===== src/eld_pkg.sv =====
package eld_pkg;

    localparam int CNT_W = 32;
    localparam int RES_DEPTH = 4;
    localparam int RES_AW = $clog2(RES_DEPTH);

    localparam logic [7:0] CH_TAB    = 8'h09;
    localparam logic [7:0] CH_LF     = 8'h0a;
    localparam logic [7:0] CH_VT     = 8'h0b;
    localparam logic [7:0] CH_FF     = 8'h0c;
    localparam logic [7:0] CH_CR     = 8'h0d;
    localparam logic [7:0] CH_SPACE  = 8'h20;
    localparam logic [7:0] CH_BSLASH = 8'h5c;
    localparam logic [7:0] CH_N      = 8'h6e;
    localparam logic [7:0] CH_DEL    = 8'h7f;

    typedef enum logic [1:0] {
        KIND_DATA = 2'd0,
        KIND_REC  = 2'd1,
        KIND_FILE = 2'd2
    } t_kind;

    typedef enum logic [1:0] {
        ST_OK           = 2'd0,
        ST_INVALID      = 2'd1,
        ST_TOO_LONG     = 2'd2,
        ST_UNTERMINATED = 2'd3
    } t_status;

    typedef struct packed {
        t_kind       kind;
        logic [7:0]  data;
        logic [31:0] num;
        logic [31:0] off;
        t_status     status;
        logic        last;
    } t_result;

endpackage


===== src/escaped_line_record_decoder.sv =====
// Splits a byte stream into LF-terminated records, decoding backslash escapes
// and reporting each record end (number, start offset, status) and the file
// end. A registered input word is decoded combinationally and its zero to two
// results go into a four-entry result queue that drives the output port. One
// input word is taken per cycle while the queue has room for two results; the
// single output port presents one result at a time, so sustained rate is one
// word per cycle only for words with at most one result and a ready output.
// The cap register may be written only while the block is idle.
module escaped_line_record_decoder
    import eld_pkg::*;
(
    input  logic        i_clk,
    input  logic        i_rst_n,
    input  logic        i_cfg_valid,
    output logic        o_cfg_ready,
    input  logic [15:0] i_cfg_data,
    input  logic        i_in_valid,
    output logic        o_in_ready,
    input  logic [7:0]  i_file_byte,
    input  logic        i_end_of_file,
    output logic        o_out_valid,
    input  logic        i_out_ready,
    output logic [1:0]  o_result_kind,
    output logic [7:0]  o_data_byte,
    output logic [31:0] o_record_number,
    output logic [31:0] o_record_offset,
    output logic [1:0]  o_status,
    output logic        o_last
);

    logic [15:0]     r_max;
    logic            r_in_valid;
    logic [7:0]      r_in_byte;
    logic            r_in_eof;
    logic            take;
    logic [1:0]      res_n;
    logic [1:0]      push_n;
    t_result         res0;
    t_result         res1;
    t_result         head;
    logic [RES_AW:0] count;

    assign o_cfg_ready = 1'b1;
    assign take        = r_in_valid && (count <= (RES_AW + 1)'(RES_DEPTH - 2));
    assign o_in_ready  = !r_in_valid || take;
    assign push_n      = take ? res_n : 2'd0;

    always_ff @(posedge i_clk) begin
        if (!i_rst_n) begin
            r_max      <= 16'd4096;
            r_in_valid <= 1'b0;
        end else begin
            if (i_cfg_valid) begin
                r_max <= i_cfg_data;
            end
            if (o_in_ready) begin
                r_in_valid <= i_in_valid;
            end
        end
    end

    always_ff @(posedge i_clk) begin
        if (i_in_valid && o_in_ready) begin
            r_in_byte <= i_file_byte;
            r_in_eof  <= i_end_of_file;
        end
    end

    eld_decode u_decode (
        .i_clk   (i_clk),
        .i_rst_n (i_rst_n),
        .i_step  (take),
        .i_byte  (r_in_byte),
        .i_eof   (r_in_eof),
        .i_max   (r_max),
        .o_n     (res_n),
        .o_res0  (res0),
        .o_res1  (res1)
    );

    eld_result_fifo u_fifo (
        .i_clk    (i_clk),
        .i_rst_n  (i_rst_n),
        .i_push_n (push_n),
        .i_d0     (res0),
        .i_d1     (res1),
        .i_pop    (i_out_ready),
        .o_valid  (o_out_valid),
        .o_data   (head),
        .o_count  (count)
    );

    assign o_result_kind   = head.kind;
    assign o_data_byte     = head.data;
    assign o_record_number = head.num;
    assign o_record_offset = head.off;
    assign o_status        = head.status;
    assign o_last          = head.last;

endmodule


===== src/eld_decode.sv =====
module eld_decode
    import eld_pkg::*;
(
    input  logic        i_clk,
    input  logic        i_rst_n,
    input  logic        i_step,
    input  logic [7:0]  i_byte,
    input  logic        i_eof,
    input  logic [15:0] i_max,
    output logic [1:0]  o_n,
    output t_result     o_res0,
    output t_result     o_res1
);

    typedef struct packed {
        logic [15:0]      dc;
        logic             esc;
        logic             crh;
        logic             halted;
        logic [CNT_W-1:0] rs;
        logic [CNT_W-1:0] rb;
        logic [1:0]       n;
        t_result          r0;
        t_result          r1;
    } t_work;

    logic [15:0]      r_dc;
    logic             r_esc;
    logic             r_crh;
    logic             r_halted;
    logic [CNT_W-1:0] r_bp;
    logic [CNT_W-1:0] r_rs;
    logic [CNT_W-1:0] r_rb;

    logic [15:0]      n_dc;
    logic             n_esc;
    logic             n_crh;
    logic             n_halted;
    logic [CNT_W-1:0] n_bp;
    logic [CNT_W-1:0] n_rs;
    logic [CNT_W-1:0] n_rb;

    function automatic t_work f_emit(t_work w, t_kind k, logic [7:0] d,
                                     logic [CNT_W-1:0] num, logic [CNT_W-1:0] off,
                                     t_status s);
        t_result r;
        r.kind   = k;
        r.data   = d;
        r.num    = 32'(num);
        r.off    = 32'(off);
        r.status = s;
        r.last   = 1'b0;
        if (w.n == 2'd0) begin
            w.r0 = r;
            w.n  = 2'd1;
        end else if (w.n == 2'd1) begin
            w.r1 = r;
            w.n  = 2'd2;
        end
        return w;
    endfunction

    function automatic t_work f_error_end(t_work w, t_status s);
        w = f_emit(w, KIND_REC, 8'd0, w.rs + 1'b1, w.rb, s);
        w.halted = 1'b1;
        w.esc    = 1'b0;
        w.crh    = 1'b0;
        return w;
    endfunction

    // fails (and halts) when the record is already at the cap
    function automatic t_work f_push(t_work w, logic [7:0] b, logic [15:0] cap);
        if (w.dc == cap) begin
            w = f_error_end(w, ST_TOO_LONG);
        end else begin
            w.dc = w.dc + 16'd1;
            w = f_emit(w, KIND_DATA, b, '0, '0, ST_OK);
        end
        return w;
    endfunction

    function automatic t_work f_record_ok(t_work w, logic [CNT_W-1:0] pos);
        w.rs = w.rs + 1'b1;
        w = f_emit(w, KIND_REC, 8'd0, w.rs, w.rb, ST_OK);
        w.rb = pos + 1'b1;
        w.dc = '0;
        return w;
    endfunction

    function automatic t_work f_plain(t_work w, logic [7:0] b, logic [CNT_W-1:0] pos,
                                      logic [15:0] cap);
        if (b == CH_BSLASH) begin
            w.esc = 1'b1;
        end else if (b == CH_LF) begin
            w = f_record_ok(w, pos);
        end else if (b == CH_CR) begin
            w.crh = 1'b1;
        end else if (b == CH_TAB || b == CH_VT || b == CH_FF) begin
            w = f_push(w, b, cap);
        end else if (b < CH_SPACE || b == CH_DEL) begin
            w = f_error_end(w, ST_INVALID);
        end else begin
            w = f_push(w, b, cap);
        end
        return w;
    endfunction

    t_work w;

    always_comb begin
        w        = '0;
        w.dc     = r_dc;
        w.esc    = r_esc;
        w.crh    = r_crh;
        w.halted = r_halted;
        w.rs     = r_rs;
        w.rb     = r_rb;
        n_bp     = r_bp;

        if (i_eof) begin
            if (!w.halted) begin
                if (w.crh) begin
                    w.crh = 1'b0;
                    w = f_push(w, CH_CR, i_max);
                end else if (w.esc) begin
                    w.esc = 1'b0;
                    w = f_push(w, CH_BSLASH, i_max);
                end
            end
            w = f_emit(w, KIND_FILE, 8'd0, w.rs, w.rb,
                       (!w.halted && r_bp != w.rb) ? ST_UNTERMINATED : ST_OK);
            n_bp = '0;
        end else begin
            n_bp = r_bp + 1'b1;
            if (!w.halted) begin
                if (w.esc) begin
                    w.esc = 1'b0;
                    if (i_byte == CH_N) begin
                        w = f_push(w, CH_LF, i_max);
                    end else if (i_byte == CH_BSLASH) begin
                        w = f_push(w, CH_BSLASH, i_max);
                    end else begin
                        w = f_push(w, CH_BSLASH, i_max);
                        if (!w.halted) begin
                            w = f_push(w, i_byte, i_max);
                        end
                    end
                end else if (w.crh) begin
                    w.crh = 1'b0;
                    if (i_byte == CH_LF) begin
                        w = f_record_ok(w, r_bp);
                    end else begin
                        w = f_push(w, CH_CR, i_max);
                        if (!w.halted) begin
                            w = f_plain(w, i_byte, r_bp, i_max);
                        end
                    end
                end else begin
                    w = f_plain(w, i_byte, r_bp, i_max);
                end
            end
        end

        w.r0.last = (w.n == 2'd1);
        w.r1.last = (w.n == 2'd2);

        if (i_eof) begin
            n_dc     = '0;
            n_esc    = 1'b0;
            n_crh    = 1'b0;
            n_halted = 1'b0;
            n_rs     = '0;
            n_rb     = '0;
        end else begin
            n_dc     = w.dc;
            n_esc    = w.esc;
            n_crh    = w.crh;
            n_halted = w.halted;
            n_rs     = w.rs;
            n_rb     = w.rb;
        end
    end

    assign o_n    = w.n;
    assign o_res0 = w.r0;
    assign o_res1 = w.r1;

    always_ff @(posedge i_clk) begin
        if (!i_rst_n) begin
            r_dc     <= '0;
            r_esc    <= 1'b0;
            r_crh    <= 1'b0;
            r_halted <= 1'b0;
            r_bp     <= '0;
            r_rs     <= '0;
            r_rb     <= '0;
        end else if (i_step) begin
            r_dc     <= n_dc;
            r_esc    <= n_esc;
            r_crh    <= n_crh;
            r_halted <= n_halted;
            r_bp     <= n_bp;
            r_rs     <= n_rs;
            r_rb     <= n_rb;
        end
    end

endmodule


===== src/eld_result_fifo.sv =====
module eld_result_fifo
    import eld_pkg::*;
(
    input  logic            i_clk,
    input  logic            i_rst_n,
    input  logic [1:0]      i_push_n,
    input  t_result         i_d0,
    input  t_result         i_d1,
    input  logic            i_pop,
    output logic            o_valid,
    output t_result         o_data,
    output logic [RES_AW:0] o_count
);

    t_result          r_mem [RES_DEPTH];
    logic [RES_AW-1:0] r_wp;
    logic [RES_AW-1:0] r_rp;
    logic [RES_AW:0]   r_count;
    logic              pop;
    logic [RES_AW-1:0] wp1;

    assign pop     = i_pop && (r_count != '0);
    assign wp1     = r_wp + 1'b1;
    assign o_valid = (r_count != '0);
    assign o_data  = r_mem[r_rp];
    assign o_count = r_count;

    always_ff @(posedge i_clk) begin
        if (i_push_n != 2'd0) begin
            r_mem[r_wp] <= i_d0;
        end
        if (i_push_n == 2'd2) begin
            r_mem[wp1] <= i_d1;
        end
    end

    always_ff @(posedge i_clk) begin
        if (!i_rst_n) begin
            r_wp    <= '0;
            r_rp    <= '0;
            r_count <= '0;
        end else begin
            r_wp    <= r_wp + RES_AW'(i_push_n);
            if (pop) begin
                r_rp <= r_rp + 1'b1;
            end
            r_count <= r_count + (RES_AW + 1)'(i_push_n) - (RES_AW + 1)'(pop);
        end
    end

endmodule


===== config.mk =====
export PLATFORM = sky130hd
export DESIGN_NAME = escaped_line_record_decoder
export DESIGN_NICKNAME = d
export VERILOG_FILES = /design/src/eld_pkg.sv /design/src/escaped_line_record_decoder.sv /design/src/eld_decode.sv /design/src/eld_result_fifo.sv
export SDC_FILE = /design/constraint.sdc
export NUM_CORES = 1
export LEC_CHECK = 0
export BUFFER_PORTS_ARGS = -buffer_cell sky130_fd_sc_hd__buf_2
export CAP_MARGIN = 20
export CORE_MARGIN = 5
export CORE_UTILIZATION = 32
export DETAILED_ROUTE_END_ITERATION = 16
export GPL_ROUTABILITY_DRIVEN = 0
export HOLD_SLACK_MARGIN = 0.12
export PLACE_DENSITY = 0.58
export SKIP_LAST_GASP = 1
export SYNTH_ARGS = -nofsm -noshare
export SYNTH_HDL_FRONTEND = slang
export SYNTH_SLANG_ARGS = --single-unit

===== constraint.sdc =====
create_clock -name i_clk -period 20.2 [get_ports i_clk]
set_input_delay 2.02 -clock i_clk [delete_from_list [all_inputs] [get_ports i_clk]]
set_output_delay 2.02 -clock i_clk [all_outputs]
set_load 0.02 [all_outputs]

# [After elaboration in Yosys (flattened, before gate mapping)]
# Memory sizes are Yosys's and may differ from the RTL's. A register that Yosys moved wholly into a read port is not among the register bits.
# Cells that the tools add are included.
[word_totals] ff_bits=148 latchBits=0 ram_bits=308 rom_bits=0 in_bits=30 out_inout_bits=80 n_memories=1
[classes] add_sub_neg=12 n_mul=0 n_div=0 order_cmp=2 eq_ne=25 n_shift=0 mux=87 bitwise_logic=0 n_reduce_logical=19
[mem_list] name="u_fifo.r_mem" words=4 word_bits=77 read_ports=1 rd_clocked_by_memory_dff=1 write_ports=2 line="eld_result_fifo.sv:15" rtl="t_result r_mem [RES_DEPTH];"
[ops] operator="$mux W239" n=36
[ops] operator="$mux W77" n=18
[ops] operator="$mux W222" n=2
[ops] operator="$mux W221" n=2
[ops] operator="$add A32 B1 Y32 const B" n=4
[ops] operator="$mux W32" n=3
[ops] operator="$add A16 B1 Y16 const B" n=3
[ops] operator="$eq A16 B16 Y1" n=3
[ops] operator="$mux W16" n=3
[ops] operator="$eq A8 B4 Y1 const B" n=5
[ops] operator="$mux W17" n=2
[ops] operator="$ne A32 B32 Y1" n=1
[ops] operator="$eq A8 B7 Y1 const B" n=3
[ops] operator="$mux W2" n=10
[ops] operator="$reduce_and A6 Y1" n=2
[ops] operator="$mux W1" n=11
[ops] operator="$eq A2 B1 Y1 const B" n=4
[ops] operator="$lt A8 B6 Y1 const B" n=1
[ops] operator="$ne A4 B4 Y1 const B" n=2
[ops] operator="$logic_not A2 Y1" n=3
[ops] operator="$ne A6 B4 Y1 const B" n=1
[ops] operator="$ne A5 B2 Y1 const B" n=1
[ops] operator="$add A2 B1 Y2 const B" n=2
[ops] operator="$eq A2 B2 Y1 const B" n=2
[ops] operator="14 further kinds" n=21

# [Depth between registers and ports, before layout]
[logic_depth] depth_word=25 depth_mapped=22 ltp_nobuf=16

# [Hierarchy]
# A second synthesis with hierarchy kept.
[unflattened] hier_cells=2375 hier_area_um2=26639.3
[by_module_without_submodules] mod="eld_result_fifo" n_inst=1 cells_each=799 area_each_um2=15467.3
[by_module_without_submodules] mod="eld_decode" n_inst=1 cells_each=1503 area_each_um2=10191.0
[by_module_without_submodules] mod="escaped_line_record_decoder" n_inst=1 cells_each=73 area_each_um2=980.9

# [Worst setup path before layout]
# Ideal clock, no wire load.
[synth_path] path_kind="register -> register" start="reg u_decode.r_dc[15]" end="mem u_fifo.r_mem[0][0] (netlist name) (enable)" setup_time_ps=618 t_arrival_ps=8097 slack_ps=11484 stages_incl_launch_ff=14 period_less_slack_ps=8716 path_cell_list="dfxtp_1 > buf_2 > xor2_1 > or4_1 > or2_1 > buf_6 > nor2_4 > clkbuf_1 > nor2_1 > nand2_1 > a31oi_1 > nor2_1 > o21bai_1 > o21ai_0"
[synth_lines] item="from (decl)" line="eld_decode.sv:27" rtl="logic [15:0] r_dc;"
[synth_lines] item="from (signal assigned)" line="eld_decode.sv:198" rtl="r_dc <= n_dc;"
[synth_lines] item="to (decl)" line="eld_result_fifo.sv:15"

==> results.yml <==
run_status:
  status: "completed"
clock_tree:
  root_buffer: "clkbuf_16"
  h-tree-depth: 2
  cts_resized: 0
  cts_sinks: 458
  clk_transition_reported_paths_ps: 60
  postCtsSetupBuffers: 0
  clockBufferDepth: 3
  cts_hold_buf: 0
  cts_made_buffers: 53
  clk_latency_ps: 630
  cts_tree: "done"
critical_path:
  reg2reg_to: "u_fifo.r_mem[1][29]"
  rrSetupSlack_ps: 13440
  critPathMaxStageDelay_ps: 800
  r2r_start: "u_decode.r_dc[4]"
  path_cells: "xnor2_1 > nand4_1 > or4_1 > nor2_4 > inv_2 > ha_1 > xor2_1 > o21ai_0 > a221o_1 > a211o_1 > nor4_4 > and3_1 > a21o_1 > buf_4 > a2bb2oi_4 > and2_1"
  startpoint_type: "register"
  cp_max_fo: 32
  arrival_ps: 7230
  path_class: "reg -> reg"
  r2r_cells: 16
  cp_slowest_cell: "a2bb2oi_4"
  end_kind: "register"
  cp.required_ps: 20680
die:
  initial_core_util_pct: 32.38
  num_rows: 104
  die_area_sq_um: 87440
  ios: 110
  die_y_um: 295.7
  fp.coreArea_sq_um: 80680
  die_w_um: 295.7
min_path:
  hold_depth: 2
  hp-start: "u_decode.r_bp[1]"
  hp-class: "reg -> reg"
  hold_end: "u_decode.r_bp[1]"
global_routing:
  grt_start_max_net_pins: 92
  grt_pass1_wl_um: 124600
  antenna_found_initial: 6
  grt_pass1_vias: 20129
  overflow: 0
  grt_usage_pct: 18.11
sta:
  drv_slew: 0
  hold_viol: 0
  fin_crit_sh_pct: 33.44
  skew_ps: 27.09
  fmax_mhz: 148.0
  setup_viol: 0
  rsz0062_at_grt: "false"
  worst_pin_slew_ps: 1208
  maxSlewHeadroom_pct: 19.16
  fin_ws_ps: 13440
  setup_tns_ps: 0
  period_minus_slack_ps: 6755
  whs_ps: 521.6
synth:
  ys_seq_area_share_pct: 47.25
  yosysMostFrequentCell: "edfxtp_1"
  yosys-top-cells-count: "317 x edfxtp_1, 284 x nand2_1, 178 x and2_1"
  synth.top_cell.area_share_pct: 36.44
  synth_flop_cell: "edfxtp_1"
  synth-async-reset-ratio_pct: 0
  synth_top_area_cell: "edfxtp_1"
  synth_area_sq_um: 26120
  synth.area.top_cells: "edfxtp_1 36%, dfxtp_1 11%, mux4_2 6.6%, and2_1 4.3%, nand2_1 4.1%"
  synthCells: 2580
  syn_area_per_cell_sq_um: 10.12
  ys_types: 85
  synth_warnings: 0
  synth-seq-cells: 458
  synth_edf_count: 317
  syn_nets: 2620
placement:
  place_area_sq_um: 27550
  dp_hpwl_um: 51390
  numPortBuffers: 108
  dp_slack_ps: 13630
detailed_routing:
  drt_first_pass_iters: 8
  wirelength_met1_um: 34180
  wl_met2_um: 39280
  finalWirelength_um: 81060
  drtIter0Drc: 2292
  drtAntennaViolNets: 0
  dr_total_vias: 20642
  top_layer_used: "met5"
  routed-wl-met3_um: 5647
  viasPerCell: 5.618
  drc_errors: 0
  avgRoutedWirePerCell_um: 22.06
final_layout:
  multi_input_area_sq_um: 12930
  syn_to_final_growth_pct: 12.42
  final_util_pct: 36.40
  fillers: 8015
  fin_area_sq_um: 29360
  nNetsFinal: 2609
  regArea_sq_um: 12350
  drive_gt1_share_pct: 15.16
pwr:
  power_density_nw_per_um2: 86.07
  peakVddDrop_mv: 0.07738
  p_leak_nw: 9.950
run:
  max-cap-violations: 0
## worst max-delay path by stage
stage / slack (ps) / startpoint / to / cells past startpoint
2_1_floorplan: 11480 / u_decode.r_dc[15] / u_fifo.r_mem[0][0] / 13
4_1_cts: 13590 / u_decode.r_dc[4] / u_fifo.r_mem[3][26] / 16
5_1_grt: 13130 / u_decode.r_dc[4] / u_fifo.r_mem[1][26] / 16
3_3_place_gp: 13750 / u_decode.r_dc[4] / u_fifo.r_mem[3][3] / 16
6_report: 13440 / u_decode.r_dc[4] / u_fifo.r_mem[1][29] / 16
3_5_place_dp: 13630 / u_decode.r_dc[4] / u_fifo.r_mem[3][18] / 16
## power breakdown
group / internal, mW / leakage, nW / switching, mW
Sequential: 1.03 / 4.08 / 0.0293
Clock: 0.568 / 0.865 / 0.409
Combinational: 0.186 / 5.00 / 0.302
Total: 1.79 / 9.95 / 0.740
## state kept, by name, indices dropped and copies added (netlist names), 2 cells and up, named ones only
signal,cells
u_decode.r_dc,16
r_in_byte,8
r_max,16
u_decode.r_rs,32
u_decode.r_rb,32
u_fifo.o_count,3
u_fifo.r_mem,308
u_fifo.r_wp,2
u_decode.r_bp,32
u_fifo.r_rp,2
## cells in the final DEF (no fill, tap or decap), types with 33 or more instances in the layout
| cell type | Yosys | final |
|---|---|---|
| nand4_1 | 71 | 71 |
| nor2b_1 | 74 | 73 |
| dfxtp_1 | 141 | 139 |
| nand3_1 | 86 | 84 |
| xor2_1 | 75 | 75 |
| mux2i_1 | 40 | 40 |
| edfxtp_1 | 317 | 317 |
| a22oi_1 | 46 | 46 |
| buf_4 | 4 | 38 |
| mux4_2 | 77 | 77 |
| buf_2 | 25 | 107 |
| clkbuf_16 | 0 | 54 |
| nand2_1 | 284 | 284 |
| mux2_2 | 44 | 44 |
| a21oi_1 | 108 | 107 |
| and2_1 | 178 | 178 |
| nor2_1 | 150 | 146 |
| o21ai_0 | 142 | 140 |
| o211ai_1 | 40 | 40 |
| nor3_1 | 37 | 35 |
| inv_1 | 33 | 33 |
| xnor2_1 | 58 | 58 |
## metal layers
metal / up-vias / global-route usage [%]
li1: 9539 / -
met1: 10105 / 24.45
met2: 838 / 30.72
met3: 156 / 2.748
met4: 4 / 4.632
met5: - / 0
## area by class of cell
type	count	share of cell area, %
multi-input combinational	1876	44.03
timing repair buffer	146	2.889
clock buffer	78	5.216
tap	1060	4.517
clock inverter	20	0.8394
sequential	458	42.06
inverter	34	0.4346
antenna	2	0.01704
## through the flow
stage,instances,power (mW)
2_1_floorplan,2580,1.404
3_3_place_gp,3572,1.578
3_5_place_dp,3573,1.578
4_1_cts,3671,2.562
5_1_grt,3672,2.634
6_report,3674,2.527
## critical path, delay by kind of cell (launching register included)
kind / cells / cell delay (ps)
xor+xnor: 2 / 370
fa+ha+maj: 1 / 510
simple gates: 6 / 2390
compound gates: 5 / 1650
buf+inv: 2 / 910
flops: 1 / 730
## kinds of logic (layout without fill, tap and decap cells)
group	count (synthesis)	count (layout)	synth area share (%)
muxes	161	161	10.07
other	1	3	0.01436
DFF	458	458	47.25
and+or+nand+nor	1002	1002	19.64
xor gates and xnor gates	133	133	4.460
AOI/OAI and AO/OA	569	569	14.20
adders and majority gates	10	10	0.5078
buffers and inverters	246	278	3.856
Note: power is estimated with default switching activity, not from simulation.
